## src/uft_pkg.sv

```systemverilog
`timescale 1ns / 1ps

package uft_pkg;

   localparam int IDX_W = 12;
   localparam int CSR_W = 13;
   localparam int LIM_W = 17;

   localparam logic [CSR_W-1:0] CSR_RESET  = 13'd4096;
   localparam logic             CMD_UNION  = 1'b1;

   typedef logic [IDX_W-1:0] uft_index_type;

   typedef struct packed {
      logic          linked;
      uft_index_type parent;
   } uft_entry_type;

   typedef struct packed {
      logic          rd_en;
      logic          wr_en;
      uft_entry_type wr_data;
   } uft_mem_cmd_type;

   typedef enum logic [2:0] {
      ST_CLEAR,
      ST_IDLE,
      ST_WALK_A,
      ST_WALK_B,
      ST_RESP
   } uft_state_type;

endpackage

```

## src/uft_req_if.sv

```systemverilog
`timescale 1ns / 1ps

interface uft_req_if;
   logic                 valid;
   logic                 ready;
   logic                 cmd;
   uft_pkg::uft_index_type first_index;
   uft_pkg::uft_index_type second_index;

   modport source (output valid, output cmd, output first_index, output second_index,
                   input ready);
   modport sink (input valid, input cmd, input first_index, input second_index,
                 output ready);
endinterface

```

## src/uft_rsp_if.sv

```systemverilog
`timescale 1ns / 1ps

interface uft_rsp_if;
   logic                 valid;
   logic                 ready;
   uft_pkg::uft_index_type root_index;
   logic                 merged;
   logic                 error;

   modport source (output valid, output root_index, output merged, output error,
                   input ready);
   modport sink (input valid, input root_index, input merged, input error,
                 output ready);
endinterface

```

## src/uft_ctrl.sv

```systemverilog
`timescale 1ns / 1ps

module uft_ctrl #(
   parameter int NODES = 4096,
   parameter int AW    = 12
) (
   input  logic                           clock,
   input  logic                           reset,
   uft_req_if.sink                        req_port,
   uft_rsp_if.source                      rsp_port,
   input  logic                           csr_wr_en,
   input  logic [uft_pkg::CSR_W-1:0]      csr_wr_data,
   output uft_pkg::uft_mem_cmd_type       mem_cmd,
   output logic [AW-1:0]                  rd_addr,
   output logic [AW-1:0]                  wr_addr,
   input  uft_pkg::uft_entry_type         rd_data
);

   localparam logic [uft_pkg::LIM_W-1:0] NODES_W = uft_pkg::LIM_W'(NODES);
   localparam logic [AW-1:0]             LAST_ADDR = AW'(NODES - 1);

   uft_pkg::uft_state_type state_ff, state_in;
   logic [uft_pkg::CSR_W-1:0] csr_ff, csr_in;
   logic [AW-1:0]             clr_ff, clr_in;
   logic                      cmd_ff, cmd_in;
   uft_pkg::uft_index_type    b_ff, b_in;
   uft_pkg::uft_index_type    cur_ff, cur_in;
   uft_pkg::uft_index_type    res_root_ff, res_root_in;
   logic                      res_merged_ff, res_merged_in;
   logic                      res_error_ff, res_error_in;
   logic                      rsp_valid_ff, rsp_valid_in;
   uft_pkg::uft_index_type    rsp_root_ff, rsp_root_in;
   logic                      rsp_merged_ff, rsp_merged_in;
   logic                      rsp_error_ff, rsp_error_in;
   logic                      req_ready;
   logic                      first_bad;
   logic                      second_bad;
   logic                      req_bad;
   logic                      rsp_free;

   assign first_bad = ({1'b0, req_port.first_index} >= csr_ff) ||
                      (uft_pkg::LIM_W'(req_port.first_index) >= NODES_W);
   assign second_bad = ({1'b0, req_port.second_index} >= csr_ff) ||
                       (uft_pkg::LIM_W'(req_port.second_index) >= NODES_W);
   assign req_bad = first_bad || (req_port.cmd == uft_pkg::CMD_UNION && second_bad);
   assign rsp_free = !rsp_valid_ff || rsp_port.ready;

   // next state
   always_comb begin
      state_in = state_ff;
      case (state_ff)
         uft_pkg::ST_CLEAR: begin
            if (clr_ff == LAST_ADDR) begin
               state_in = uft_pkg::ST_IDLE;
            end
         end
         uft_pkg::ST_IDLE: begin
            if (req_port.valid) begin
               state_in = req_bad ? uft_pkg::ST_RESP : uft_pkg::ST_WALK_A;
            end
         end
         uft_pkg::ST_WALK_A: begin
            if (!rd_data.linked) begin
               state_in = (cmd_ff == uft_pkg::CMD_UNION) ? uft_pkg::ST_WALK_B
                                                         : uft_pkg::ST_RESP;
            end
         end
         uft_pkg::ST_WALK_B: begin
            if (!rd_data.linked) begin
               state_in = uft_pkg::ST_RESP;
            end
         end
         uft_pkg::ST_RESP: begin
            if (rsp_free) begin
               state_in = uft_pkg::ST_IDLE;
            end
         end
         default: begin
            state_in = uft_pkg::ST_CLEAR;
         end
      endcase
   end

   // outputs and datapath
   always_comb begin
      mem_cmd       = '0;
      rd_addr       = AW'(cur_ff);
      wr_addr       = clr_ff;
      req_ready     = 1'b0;
      clr_in        = clr_ff;
      cmd_in        = cmd_ff;
      b_in          = b_ff;
      cur_in        = cur_ff;
      res_root_in   = res_root_ff;
      res_merged_in = res_merged_ff;
      res_error_in  = res_error_ff;
      rsp_valid_in  = rsp_valid_ff && !rsp_port.ready;
      rsp_root_in   = rsp_root_ff;
      rsp_merged_in = rsp_merged_ff;
      rsp_error_in  = rsp_error_ff;
      csr_in        = csr_wr_en ? csr_wr_data : csr_ff;
      case (state_ff)
         uft_pkg::ST_CLEAR: begin
            // every entry starts out as a root
            mem_cmd.wr_en = 1'b1;
            clr_in        = clr_ff + 1'b1;
         end
         uft_pkg::ST_IDLE: begin
            req_ready = 1'b1;
            if (req_port.valid) begin
               cmd_in        = req_port.cmd;
               b_in          = req_port.second_index;
               cur_in        = req_port.first_index;
               res_merged_in = 1'b0;
               res_error_in  = req_bad;
               res_root_in   = '0;
               if (!req_bad) begin
                  mem_cmd.rd_en = 1'b1;
                  rd_addr       = AW'(req_port.first_index);
               end
            end
         end
         uft_pkg::ST_WALK_A: begin
            if (rd_data.linked) begin
               cur_in        = rd_data.parent;
               mem_cmd.rd_en = 1'b1;
               rd_addr       = AW'(rd_data.parent);
            end else begin
               res_root_in = cur_ff;
               if (cmd_ff == uft_pkg::CMD_UNION) begin
                  cur_in        = b_ff;
                  mem_cmd.rd_en = 1'b1;
                  rd_addr       = AW'(b_ff);
               end
            end
         end
         uft_pkg::ST_WALK_B: begin
            if (rd_data.linked) begin
               cur_in        = rd_data.parent;
               mem_cmd.rd_en = 1'b1;
               rd_addr       = AW'(rd_data.parent);
            end else if (cur_ff != res_root_ff) begin
               // link second root under first root
               mem_cmd.wr_en          = 1'b1;
               mem_cmd.wr_data.linked = 1'b1;
               mem_cmd.wr_data.parent = res_root_ff;
               wr_addr                = AW'(cur_ff);
               res_merged_in          = 1'b1;
            end
         end
         uft_pkg::ST_RESP: begin
            if (rsp_free) begin
               rsp_valid_in  = 1'b1;
               rsp_root_in   = res_root_ff;
               rsp_merged_in = res_merged_ff;
               rsp_error_in  = res_error_ff;
            end
         end
         default: begin
            clr_in = '0;
         end
      endcase
   end

   always_ff @(posedge clock) begin
      if (reset) begin
         state_ff     <= uft_pkg::ST_CLEAR;
         clr_ff       <= '0;
         csr_ff       <= uft_pkg::CSR_RESET;
         rsp_valid_ff <= 1'b0;
      end else begin
         state_ff     <= state_in;
         clr_ff       <= clr_in;
         csr_ff       <= csr_in;
         rsp_valid_ff <= rsp_valid_in;
      end
   end

   always_ff @(posedge clock) begin
      cmd_ff        <= cmd_in;
      b_ff          <= b_in;
      cur_ff        <= cur_in;
      res_root_ff   <= res_root_in;
      res_merged_ff <= res_merged_in;
      res_error_ff  <= res_error_in;
      rsp_root_ff   <= rsp_root_in;
      rsp_merged_ff <= rsp_merged_in;
      rsp_error_ff  <= rsp_error_in;
   end

   assign req_port.ready      = req_ready;
   assign rsp_port.valid      = rsp_valid_ff;
   assign rsp_port.root_index = rsp_root_ff;
   assign rsp_port.merged     = rsp_merged_ff;
   assign rsp_port.error      = rsp_error_ff;

endmodule
```

## src/flat_wrapper.sv

```systemverilog
// flat-port wrapper written by rule: the top's interface ports become plain ports
module uft_ctrl_flat 
#(
   parameter int NODES = 4096,
   parameter int AW    = 12
)
  (clock, reset, csr_wr_en, csr_wr_data, mem_cmd, rd_addr, wr_addr, rd_data, req_port_valid, req_port_cmd, req_port_first_index, req_port_second_index, req_port_ready, rsp_port_valid, rsp_port_root_index, rsp_port_merged, rsp_port_error, rsp_port_ready);
  uft_req_if req_port_i ();
  uft_rsp_if rsp_port_i ();
  input  logic clock;
  input  logic reset;
  input  logic csr_wr_en;
  input  logic [uft_pkg::CSR_W-1:0] csr_wr_data;
  output uft_pkg::uft_mem_cmd_type mem_cmd;
  output logic [AW-1:0] rd_addr;
  output logic [AW-1:0] wr_addr;
  input  uft_pkg::uft_entry_type rd_data;
  input wire logic [$bits(req_port_i.valid)-1:0] req_port_valid;
  input wire logic [$bits(req_port_i.cmd)-1:0] req_port_cmd;
  input wire logic [$bits(req_port_i.first_index)-1:0] req_port_first_index;
  input wire logic [$bits(req_port_i.second_index)-1:0] req_port_second_index;
  output wire logic [$bits(req_port_i.ready)-1:0] req_port_ready;
  output wire logic [$bits(rsp_port_i.valid)-1:0] rsp_port_valid;
  output wire logic [$bits(rsp_port_i.root_index)-1:0] rsp_port_root_index;
  output wire logic [$bits(rsp_port_i.merged)-1:0] rsp_port_merged;
  output wire logic [$bits(rsp_port_i.error)-1:0] rsp_port_error;
  input wire logic [$bits(rsp_port_i.ready)-1:0] rsp_port_ready;
  assign req_port_i.valid = req_port_valid;
  assign req_port_i.cmd = req_port_cmd;
  assign req_port_i.first_index = req_port_first_index;
  assign req_port_i.second_index = req_port_second_index;
  assign req_port_ready = req_port_i.ready;
  assign rsp_port_valid = rsp_port_i.valid;
  assign rsp_port_root_index = rsp_port_i.root_index;
  assign rsp_port_merged = rsp_port_i.merged;
  assign rsp_port_error = rsp_port_i.error;
  assign rsp_port_i.ready = rsp_port_ready;
  uft_ctrl #(.NODES(NODES), .AW(AW)) u_core (.clock(clock), .reset(reset), .req_port(req_port_i), .rsp_port(rsp_port_i), .csr_wr_en(csr_wr_en), .csr_wr_data(csr_wr_data), .mem_cmd(mem_cmd), .rd_addr(rd_addr), .wr_addr(wr_addr), .rd_data(rd_data));
endmodule
```

## config.mk

```make
export PLATFORM = sky130hd
export DESIGN_NAME = uft_ctrl_flat
export DESIGN_NICKNAME = d
export VERILOG_FILES = /design/src/uft_pkg.sv /design/src/uft_req_if.sv /design/src/uft_rsp_if.sv /design/src/uft_ctrl.sv /design/src/flat_wrapper.sv
export SDC_FILE = /design/constraint.sdc
export NUM_CORES = 1
export LEC_CHECK = 0
export ABC_AREA = 1
export BUFFER_PORTS_ARGS = -buffer_cell sky130_fd_sc_hd__clkbuf_2
export CORE_MARGIN = 2
export CORE_UTILIZATION = 50
export CTS_BUF_LIST = sky130_fd_sc_hd__clkbuf_4
export DETAILED_ROUTE_END_ITERATION = 8
export PLACE_DENSITY_LB_ADDON = 0.25
export SYNTH_ARGS = -nofsm -noshare
export SYNTH_HDL_FRONTEND = slang
export SYNTH_SLANG_ARGS = --single-unit
```

## constraint.sdc

```tcl
create_clock -name clock -period 7.4 [get_ports clock]
set_input_delay 2.22 -clock clock [delete_from_list [all_inputs] [get_ports clock]]
set_output_delay 2.22 -clock clock [all_outputs]
set_load 0.03 [all_outputs]
```

# Word-level counts from Yosys, hierarchy flattened

Cells that the tools add are included.
W data, S select, Z words.

Word-level logic and storage cells: 85
Output and inout bits: 55
Register bits: 82
Input port bits: 56

Magnitude comparators: 2
Equal/unequal tests: 12
Multiplexer cells: 40
$add $sub $neg: 1
Reduce and logical (&&, ||, !) cells: 17

Operators by type and width:

| operator                | number |
|---|---|
| $mux W12                | 11 |
| $pmux W12 S3            | 2 |
| $pmux W12 S2            | 2 |
| $mux W14                | 2 |
| $ge A12 B13 Y1          | 2 |
| $mux W3                 | 7 |
| $pmux W3 S5             | 1 |
| $mux W13                | 1 |
| $add A12 B1 Y12 const B | 1 |
| $eq A12 B12 Y1 const B  | 1 |
| $ne A12 B12 Y1          | 1 |
| $mux W1                 | 11 |
| $eq A3 B2 Y1 const B    | 2 |
| $ne A2 B1 Y1 const B    | 3 |
| $ne A2 B2 Y1 const B    | 3 |
| $reduce_and A2 Y1       | 3 |
| $reduce_and A5 Y1       | 1 |
| $pmux W1 S2             | 2 |
| $reduce_and A4 Y1       | 1 |
| $reduce_bool A2 Y1      | 2 |
| $reduce_or A4 Y1        | 1 |
| $eq A3 B1 Y1 const B    | 1 |
| $eq A3 B3 Y1 const B    | 1 |
| $logic_not A3 Y1        | 1 |
| 6 further kinds         | 9 |

# Logic depth before layout (Yosys ltp)

Gate-level depths: netlist of run 1.

Depth after elaboration: 6
Gate-level depth with buffers: 14
Gate-level depth less buffers: 14

# Worst setup path before layout of run 1

Ideal clock, no wire load.

Path kind: input to output
From: input port req_port_first_index[8]
To: output port rd_addr[10]
Slack: 1.493 ns
Stages on the path: 12
Buffers on the path: 1
Arrival: 3.687 ns
Cell sequence: ha_1 -> nand2_1 -> inv_1 -> nand2_1 -> nand2_1 -> a21oi_1 -> nand2_1 -> nor2_4 -> buf_2 -> nand4_1 -> nand3_1 -> nand3_1

Longest elaborated chain between the ends: 5

RTL lines:

| item               | RTL line           | source |
|---|---|---|
| start: declaration | flat_wrapper.sv:20 | `input wire logic [$bits(req_port_i.first_index)-1:0] req_port_first_index;` |
| $ge A12 B13 Y1     | uft_ctrl.sv:41     | `assign first_bad = ({1'b0, req_port.first_index} >= csr_ff) \|\|` |
| $logic_or A1 B1 Y1 | uft_ctrl.sv:45     | `assign req_bad = first_bad \|\| (req_port.cmd == uft_pkg::CMD_UNION && second_bad);` |
| $mux W12           | uft_ctrl.sv:117    | `if (!req_bad) begin` |
| $mux W12           | uft_ctrl.sv:110    | `if (req_port.valid) begin` |
| $pmux W12 S3       | uft_ctrl.sv:102    | `case (state_ff)` |
| end: declaration   | flat_wrapper.sv:15 | `output logic [AW-1:0] rd_addr;` |

No other way between the ends.

# Worst setup path in the final report of run 1

From: input port req_port_second_index[8]
To: output port rd_addr[2]

Longest elaborated chain between the ends: 6

RTL lines:

| item                | RTL line           | source |
|---|---|---|
| start: declaration  | flat_wrapper.sv:21 | `input wire logic [$bits(req_port_i.second_index)-1:0] req_port_second_index;` |
| $ge A12 B13 Y1      | uft_ctrl.sv:43     | `assign second_bad = ({1'b0, req_port.second_index} >= csr_ff) \|\|` |
| $logic_and A1 B1 Y1 | uft_ctrl.sv:45     |  |
| $logic_or A1 B1 Y1  | uft_ctrl.sv:45     |  |
| $mux W12            | uft_ctrl.sv:117    |  |
| $mux W12            | uft_ctrl.sv:110    |  |
| $pmux W12 S3        | uft_ctrl.sv:102    |  |

No other way between the ends.

==> impl_metrics.csv, run 1 <==
group,metric,value,unit
run_status,status,"finished, final reports clean",
sta,worst_slew_margin_rel,21.4,%
logic_synthesis,synthArstFlopShare,0,%
detailed_routing,drtIter0Drc,349,
detailed_routing,wire_per_inst,15.7,µm
grt,antenna_found_initial,0,
cells_and_area,fin_util,60.1,%
detailed_routing,drt_wl_total,13.3,mm
cells_and_area,area_growth,15.9,%
cells_and_area,fin_area,5580,µm²
clock_network,path_clk_slew,0.12,ns
logic_synthesis,synth_top_area_cell,"edfxtp_1",
logic_synthesis,yosys_warnings,0,
power,power.density,282,nW/µm²
detailed_routing,vias,4584,
logic_synthesis,synth_top_area_share,33.1,%
sta,finalSetupTns,0,ns
logic_synthesis,synth_edf_count,53,
worst_setup_path,cp-end-kind,"output pin",
floorplan,io_pins,111,
floorplan,initial_core_util,51.9,%
power,p_sw_share,44.8,%
power,pwr-share-clk,16.8,%
clock_network,clock_sinks,82,
sta,worst_slew_pin_slew,1.18,ns
sta,maxSlewViolCount,0,
grt,gr-usage-all-layers,26.3,%
logic_synthesis,postSynthCellCount,609,
clock_network,root_buffer,"clkbuf_4",
clock_network,cts_made_buffers,9,
sta,fmax,0.150,GHz
sta,holdWs,0.455,ns
logic_synthesis,ys_types,32,
placement,gp_congestion,0.988,
detailed_routing,drc,0,
logic_synthesis,ys_ff_latch,82,
worst_setup_path,critical_path.max_fanout,15,
placement,detailed_place_hpwl,10.3,mm
logic_synthesis,synth.avg_cell_area,7.91,µm²
cells_and_area,layout_commonest_cell,"nand2_1",
floorplan,die_w,102,µm
power,p_int,868,µW
power,power.total,1570,µW
floorplan,core_area,9280,µm²
detailed_routing,dr.pass1.iters,5,
logic_synthesis,synthFlopType,"edfxtp_1",
cells_and_area,mostFrequentLayoutCells,"nand2_1, clkbuf_2, inv_1, a21oi_1, nor2_1",
floorplan,die_h,102,µm
worst_setup_path,crit_chain,"clkbuf_2, ha_1, a21oi_1, o21ai_0, nand2_1, nand3_1, nand2_1, nand3_2, nand2_1, nand3_1, nand3_1, clkbuf_2",
grt,grt_pass1_vias,4253,
logic_synthesis,ys_seq_area_share,45.1,%
clock_network,clock_path_buffers,2,
power,power_switching,703,µW
clock_network,cts_setup_buffers,0,
worst_setup_path,start_kind,"input pin",
sta,period_share,90.2,%
grt,overflow,0,
power,combinationalPowerShare,42.2,%
worst_setup_path,cp_slowest_cell,"nand2_1",
power,vdd_drop_max,0.000142,V
clock_network,clock_latency,0.42,ns
grt,grt_pass1_wl,20.9,mm
placement,portBuffers,110,
sta,finalSetupViolCount,0,
cells_and_area,fin_nets,793,
worst_setup_path,worst-path-buf-inv,2,
clock_network,cts_tree,"done",
worst_setup_path,crit_required,5.18,ns
grt,grt_start_max_net_pins,39,
cells_and_area,nFillCells,887,
worst_setup_path,cp_slowest_stage_delay,0.35,ns
worst_setup_path,critPathTopFamily,"simple AND/OR/NAND/NOR gates",
power,p_leak,0.00254,µW
detailed_routing,drt-vias-per-instance,5.42,
sta,rsz0062_at_grt,"false",
logic_synthesis,netlist_area,4810,µm²
logic_synthesis,synth_nets,690,
flow_run,max_cap_violations,0,
worst_setup_path,worst-setup-path-type,"input pin to output pin",
sta,hold_viol_final,0,
detailed_routing,ant_nets,0,
logic_synthesis,synthTopCellsByArea,"edfxtp_1, dfxtp_1, nand2_1",
placement,dpl-instance-area,5440,µm²
power,seqPwrFrac,41.0,%
floorplan,num_rows,35,
sta,fin_skew,0.0206,ns
floorplan,die_area,10400,µm²
worst_setup_path,arrival,4.46,ns
sta,period_minus_slack,6.68,ns
clock_network,ctsHtreeMaxLevel,3,
clock_network,postCtsHoldBufs,0,
clock_network,post_cts_resized,0,
hold_path,min_path_type,"register to register",
cells_and_area,drive_above_1_share,21.3,%
cells_and_area,antenna_cells,0,
[stage by stage]
step | setup WS (ns) | instances
5_1_grt | 0.481 | 846
2_1_floorplan | 1.49 | 609
3_3_place_gp | 0.896 | 830
4_1_cts | 0.778 | 846
3_5_place_dp | 0.784 | 830
6_report | 0.725 | 846
[synthesized netlist by cell type (6+ instances only)]
cell and number:
xor2_1 8, ha_1 25, clkbuf_1 9, nand2_1 121
nor3_1 7, a21oi_1 64, nor2_1 54, o21ai_0 51
inv_1 83, a21oi_2 7, dfxtp_1 29, o21ai_1 9
inv_2 6, nand4_1 19, nand3_1 32, edfxtp_1 53
buf_2 9
[cell type report]
cell class	instances	area [µm²]	area share (%)
Sequential cell	82	2170	38.9
Clock inverter	5	53.8	0.964
Tap cell	129	161	2.89
Timing Repair Buffer	113	573	10.3
Multi-Input combinational cell	417	2200	39.5
Inverter	89	334	5.99
Clock buffer	11	82.6	1.48
[cell families after synthesis]
family,synth area share (%)
compound gates,14.9
xor+xnor,1.46
fa+ha+maj,6.50
buf+inv,9.12
flops,45.1
simple gates,22.9
[per-layer routing]
| layer | vias up | track usage (%) | wire [µm] |
|---|---|---|---|
| met5 | - | 0 | 0 |
| met4 | 0 | 10.2 | 278 |
| met3 | 20 | 3.35 | 967 |
| met2 | 220 | 45.0 | 6530 |
| met1 | 2096 | 34.1 | 5490 |
| li1 | 2248 | - | - |
[worst paths after layout]
| check | from | to | cells past startpoint | slack, ns |
|---|---|---|---|---|
| setup reg to reg | u_core.state_ff[1] | u_core.res_root_ff[11] | 6 | 4.81 |
| setup / recovery | req_port_second_index[8] | rd_addr[2] | 12 | 0.72 |
| hold reg to reg | u_core.res_merged_ff | u_core.rsp_port.merged | 0 | 0.46 |
| hold / removal | u_core.res_merged_ff | u_core.rsp_port.merged | 0 | 0.46 |
[registers in the layout (all words and copies together), names as in the netlist]
signal	count
u_core.res_root_ff	12
u_core.clr_ff	12
u_core.cur_ff	12
u_core.csr_ff	13
u_core.rsp_port.root_index	12
u_core.rsp_port.valid	1
u_core.state_ff	3
u_core.b_ff	12
u_core.rsp_port.merged	1
u_core.rsp_port.error	1
u_core.res_error_ff	1
u_core.cmd_ff	1
u_core.res_merged_ff	1
[worst register-to-register path, stage by stage (launching register included)]
cell     delay [ns]
dfxtp_1        0.41
inv_2          0.07
nor2_4         0.31
inv_2          0.12
nor2_2         0.13
inv_2          0.21
o22ai_1        0.96
[power groups by stage]
stage	clock (µW)	sequential [µW]	combinational, µW
floorplan	0	633	464
global placement	0	649	649
detailed placement	0	652	657
CTS	267	642	658
global route	289	652	719
finish	264	644	663
No activity file was read; power rests on OpenSTA's default activity.
==> run 2, diff against run 1 <==
- CELL_PAD_IN_SITES_DETAIL_PLACEMENT: unset -> 2
- CELL_PAD_IN_SITES_GLOBAL_PLACEMENT: unset -> 2
- CORE_UTILIZATION: 50 -> 34
==> run 2 against run 1 <==
Sequential cell count unchanged. Total power increased by 5.1%. Via count up 1.1%. Clock-buffer cell count rose by 1. Sequential share of layout area fell by 0.71 points. Non-clock buffer count rose by 2. Clock skew down 0.0017 ns. Utilization fell by 19 points. Design area up 1.9%. Critical path depth rose by 1. Highest routed layer unchanged.
==> impl_metrics.csv, run 2 (synthesis gave the netlist of run 1 again) <==
group,metric,value,unit
worst_setup_path,r2r_slack,4.79,ns
clock_network,ctsHtreeMaxLevel,3,
cells_and_area,largest_reg_flops,13,
worst_setup_path,critical_path.max_fanout,15,
clock_network,post_cts_resized,0,
sta,hold_viol_final,0,
clock_network,cts_made_buffers,9,
cells_and_area,top_register,"u_core.csr_ff",
clock_network,cts_setup_buffers,0,
power,vdd_drop_max,0.000130,V
detailed_routing,drt-vias-per-instance,5.15,
placement,gp_congestion,0.829,
detailed_routing,vias,4636,
floorplan,die_area,15100,µm²
cells_and_area,fin_nets,795,
cells_and_area,instances_no_fill,900,
grt,gr-usage-all-layers,23.7,%
power,power.total,1650,µW
floorplan,die_h,123,µm
floorplan,num_rows,43,
placement,portBuffers,110,
cells_and_area,area_growth,18.1,%
floorplan,initial_core_util,34.7,%
sta,finalSetupTns,0,ns
floorplan,core_area,13900,µm²
cells_and_area,layout_commonest_cell,"nand2_1",
power,p_leak,0.00257,µW
placement,dp.cells,883,
clock_network,postCtsHoldBufs,0,
hold_path,min_path_type,"register to register",
cells_and_area,nFillCells,1645,
sta,period_share,92.0,%
clock_network,path_clk_slew,0.11,ns
detailed_routing,drc,0,
clock_network,clock_latency,0.48,ns
sta,period_minus_slack,6.81,ns
worst_setup_path,start_kind,"input pin",
cells_and_area,drive_above_1_share,21.7,%
worst_setup_path,crit_required,5.18,ns
detailed_routing,ant_nets,0,
placement,detailed_place_hpwl,13.7,mm
placement,dpl-instance-area,5520,µm²
grt,antenna_found_initial,1,
cells_and_area,mostFrequentLayoutCells,"nand2_1, clkbuf_2, inv_1, a21oi_1, nor2_1",
sta,maxSlewViolCount,0,
run_status,status,"finished, final reports clean",
floorplan,io_pins,111,
sta,finalSetupViolCount,0,
detailed_routing,dr.pass1.iters,5,
worst_setup_path,worst-setup-path-type,"input pin to output pin",
sta,fin_skew,0.0189,ns
sta,worst_slew_margin_rel,22.1,%
clock_network,clock_path_buffers,2,
detailed_routing,drtIter0Drc,182,
detailed_routing,drt_wl_total,17.4,mm
sta,rsz0062_at_grt,"false",
sta,fmax,0.147,GHz
clock_network,root_buffer,"clkbuf_4",
grt,grt_pass1_vias,5018,
worst_setup_path,cp-end-kind,"output pin",
floorplan,die_w,123,µm
sta,worst_slew_pin_slew,1.16,ns
grt,overflow,0,
flow_run,max_cap_violations,0,
worst_setup_path,arrival,4.59,ns
grt,grt_pass1_wl,26.6,mm
clock_network,clock_sinks,82,
grt,grt_start_max_net_pins,25,
cells_and_area,fin_area,5680,µm²
power,power.density,291,nW/µm²
detailed_routing,wire_per_inst,19.3,µm
clock_network,cts_tree,"done",
==> run 2: cell count changes in the layout (fill, tap and decap cells not counted) <==
cell	delta
inv_6	-1
clkinv_2	+1
bufinv_16	+1
clkinv_1	-1
buf_4	+2
clkbuf_4	+1
diode_2	+1
clkinvlp_4	-1
==> run 2: per-layer routing <==
metal  GRT usage (%)  vias up  share of wire (%)
li1                -     2249                  -
met1            28.8     2242                 43
met2            41.6      122                 51
met3            3.60       23                4.0
met4            9.80        0                2.3
met5               0        -                  0
==> run 2: worst paths after layout <==
kind / startpoint / endpoint / cells past startpoint
max: req_port_second_index[8] / rd_addr[11] / 13
min: u_core.res_error_ff / u_core.rsp_port.error / 0
max reg2reg: u_core.state_ff[0] / u_core.res_root_ff[10] / 4
min reg2reg: u_core.res_error_ff / u_core.rsp_port.error / 0
==> run 2: worst max-delay path, stage by stage <==
cell	delay, ns
clkbuf_2	0.09
ha_1	0.34
nand2_1	0.10
nand3b_1	0.11
nor2_1	0.05
nor2_1	0.13
nand3_1	0.11
nand2_1	0.44
nand3_2	0.38
nand2_1	0.15
nand3_1	0.07
nand3_1	0.16
clkbuf_2	0.23
==> run 2: per-stage QoR <==
stage                     util (%)  setup WS (ns)  hold WS (ns)
after CTS                     40.9          0.585         0.440
after detailed placement      39.8          0.655         0.419
final                         41.0          0.592         0.437
after global placement        39.8          0.704         0.407
after global routing          41.0          0.312         0.458
after floorplan                  -           1.49         0.400
==> run 2: power breakdown <==
| group | leakage (µW) | switching (µW) | internal [µW] |
|---|---|---|---|
| registers | 0.000724 | 66.5 | 581 |
| logic | 0.00176 | 511 | 179 |
| clock network | 0.0000890 | 168 | 147 |
| total | 0.00257 | 746 | 907 |
==> run 2: layout make-up <==
type / instances / area (µm²) / share of cell area (%)
well taps: 180 / 225 / 3.96
clock buffers: 12 / 90.1 / 1.58
inverters: 89 / 334 / 5.88
multi-input cells: 417 / 2200 / 38.8
repair buffers: 115 / 588 / 10.3
flip-flops and latches: 82 / 2170 / 38.2
diodes: 1 / 2.50 / 0.0440
clock inverters: 4 / 68.8 / 1.21
==> run 3, diff against run 2 <==
- ABC_AREA: 1 -> unset
- ABC_CLOCK_PERIOD_IN_PS: unset -> 7400
- CORE_UTILIZATION: 34 -> 37
==> run 3 against run 2 <==
Sequential cell count unchanged. Hold slack better by 0.013 ns. Area after synthesis down 0.10%. Setup slack worse by 0.0073 ns. Clock skew down 0.0019 ns. Synthesized cell count down 19%. Clock power up 12%. Maximum frequency down 0.11%. Utilization up 3.9 points. Die area down 7.9%. Critical endpoint is now rd_addr[0]. Largest power group is now sequential cells.
==> impl_metrics.csv, run 3 <==
group,metric,value,unit
worst_setup_path,worst-path-buf-inv,2,
detailed_routing,wire_per_inst,20.7,µm
logic_synthesis,synthSimpleGateAreaFrac,20.2,%
clock_network,root_buffer,"clkbuf_4",
detailed_routing,ant_nets,0,
floorplan,die_w,118,µm
placement,detailed_place_hpwl,12.1,mm
worst_setup_path,worst-setup-path-type,"input pin to output pin",
cells_and_area,antenna_cells,0,
cells_and_area,fin_area,5680,µm²
logic_synthesis,ys_seq_area_share,45.2,%
cells_and_area,layout_commonest_cell,"clkbuf_2",
run_status,status,"finished, final reports clean",
clock_network,ctsHtreeMaxLevel,3,
placement,dpl-instance-area,5490,µm²
flow_run,max_cap_violations,0,
power,p_leak,0.00243,µW
clock_network,clock_path_buffers,2,
floorplan,die_h,118,µm
sta,period_share,92.1,%
worst_setup_path,crit_chain,"clkbuf_2, ha_1, and4_4, o211ai_1, a21o_1, a21oi_2, o211ai_1, nand3_1, clkbuf_2",
sta,finalSetupViolCount,0,
detailed_routing,drt-vias-per-instance,5.43,
floorplan,num_rows,41,
sta,fmax,0.147,GHz
logic_synthesis,postSynthCellCount,491,
worst_setup_path,cp-end-kind,"output pin",
logic_synthesis,synth_most_common_cell,"nand2_1",
logic_synthesis,synth_xor_area_share,4.01,%
clock_network,cts_tree,"done",
logic_synthesis,synth_compound_area_share,14.7,%
clock_network,cts_made_buffers,9,
logic_synthesis,synth_top_area_cell,"edfxtp_1",
cells_and_area,drive_above_1_share,26.2,%
grt,gr-usage-all-layers,23.4,%
grt,antenna_found_initial,0,
grt,overflow,0,
clock_network,path_clk_slew,0.14,ns
sta,hold_viol_final,0,
logic_synthesis,ys_ff_latch,82,
worst_setup_path,cp_slowest_stage_delay,0.82,ns
sta,holdWs,0.450,ns
logic_synthesis,synth_mux_area_share,5.31,%
logic_synthesis,synthArstFlopShare,0,%
detailed_routing,drt_wl_total,15.9,mm
logic_synthesis,synth_fa_ha_area_share,6.50,%
worst_setup_path,crit_required,5.18,ns
cells_and_area,mostFrequentLayoutCells,"clkbuf_2, nand2_1, edfxtp_1, nor2_1, dfxtp_1",
sta,finalSetupTns,0,ns
detailed_routing,vias,4174,
grt,grt_pass1_vias,4476,
clock_network,post_cts_resized,0,
detailed_routing,drtIter0Drc,206,
sta,rsz0062_at_grt,"false",
detailed_routing,drc,0,
logic_synthesis,synth_top_area_share,33.1,%
floorplan,die_area,13900,µm²
placement,portBuffers,110,
cells_and_area,top_register,"u_core.csr_ff",
clock_network,cts_setup_buffers,0,
hold_path,min_path_type,"register to register",
cells_and_area,area_growth,18.2,%
logic_synthesis,yosys_warnings,0,
detailed_routing,dr.pass1.iters,4,
sta,maxSlewViolCount,0,
logic_synthesis,ys_types,50,
worst_setup_path,critPathTopFamily,"compound AO/OA/AOI/OAI gates",
sta,fin_skew,0.0170,ns
cells_and_area,fin_nets,672,
logic_synthesis,synth_commonest_cells,"nand2_1, edfxtp_1, nor2_1",
worst_setup_path,critical_path.max_fanout,13,
logic_synthesis,synth_nets,572,
clock_network,clock_latency,0.47,ns
logic_synthesis,synthFlopType,"edfxtp_1",
placement,gp_congestion,0.813,
grt,grt_pass1_wl,25.0,mm
cells_and_area,nFillCells,1441,
floorplan,io_pins,111,
worst_setup_path,cp_slowest_cell,"a21oi_2",
worst_setup_path,arrival,4.60,ns
sta,worst_slew_pin_slew,1.04,ns
logic_synthesis,synthTopCellsByArea,"edfxtp_1, dfxtp_1, ha_1",
worst_setup_path,start_kind,"input pin",
logic_synthesis,synth_top_family_by_area,"simple AND/OR/NAND/NOR gates",
cells_and_area,largest_reg_flops,13,
clock_network,postCtsHoldBufs,0,
sta,layout_setup_ws,0.585,ns
sta,period_minus_slack,6.82,ns
grt,grt_start_max_net_pins,31,
power,vdd_drop_max,0.0000729,V
power,power.density,204,nW/µm²
floorplan,core_area,12700,µm²
clock_network,clock_sinks,82,
sta,worst_slew_margin_rel,30.8,%
logic_synthesis,netlist_area,4810,µm²
floorplan,initial_core_util,38.0,%
logic_synthesis,synth_edf_count,53,
logic_synthesis,synth.avg_cell_area,9.80,µm²
placement,place_ws,0.612,ns
[run 3: routing by layer]
layer,GRT usage [%],vias to the layer above,wire (µm)
met1,29.3,2046,6890
met2,40.2,134,7900
met5,0,-,0
met4,9.49,0,419
met3,3.54,28,652
li1,-,1966,-
[run 3: final timing paths]
check	to	slack [ns]	from	depth (start not counted)
setup / recovery	rd_addr[0]	0.58	req_port_first_index[8]	9
hold / removal	u_core.rsp_port.error	0.45	u_core.res_error_ff	0
setup reg to reg	u_core.res_root_ff[8]	4.51	u_core.state_ff[1]	3
hold reg to reg	u_core.rsp_port.error	0.45	u_core.res_error_ff	0
[run 3: cell type report]
class	count	area (µm²)	share of cell area (%)
tap	172	215	3.79
clock buffer	9	67.6	1.19
clock inverter	7	125	2.20
inverter	20	75.1	1.32
multi-input combinational	363	2440	42.9
timing repair buffer	115	588	10.3
sequential	82	2170	38.2
[run 3: kinds of logic after synthesis]
kind of cell,after synthesis
adders and majority gates,25
and+or+nand+nor,200
DFF,82
buffers and inverters,46
xor gates and xnor gates,22
AOI/OAI and AO/OA,92
muxes,24
[run 3: stage by stage]
| stage | utilization, % | power (µW) | cells |
|---|---|---|---|
| after floorplan | - | 721 | 491 |
| after CTS | 44.9 | 1170 | 768 |
| after global routing | 44.9 | 1210 | 768 |
| after detailed placement | 43.3 | 815 | 752 |
| after global placement | 43.3 | 802 | 752 |
| final | 44.9 | 1160 | 768 |
[run 3: worst register-to-register path: cells and delay by family (launching register included)]
kind / cells / cell delay [ns]
AND/OR/NAND/NOR: 2 / 1.43
flip-flops: 1 / 0.63
AO/OA/AOI/OAI: 1 / 0.49
[run 3: power by group]
group	leakage [µW]	switching, µW	internal [µW]
logic	0.00160	172	92.3
clock network	0.0000947	178	174
registers	0.000730	29.6	512
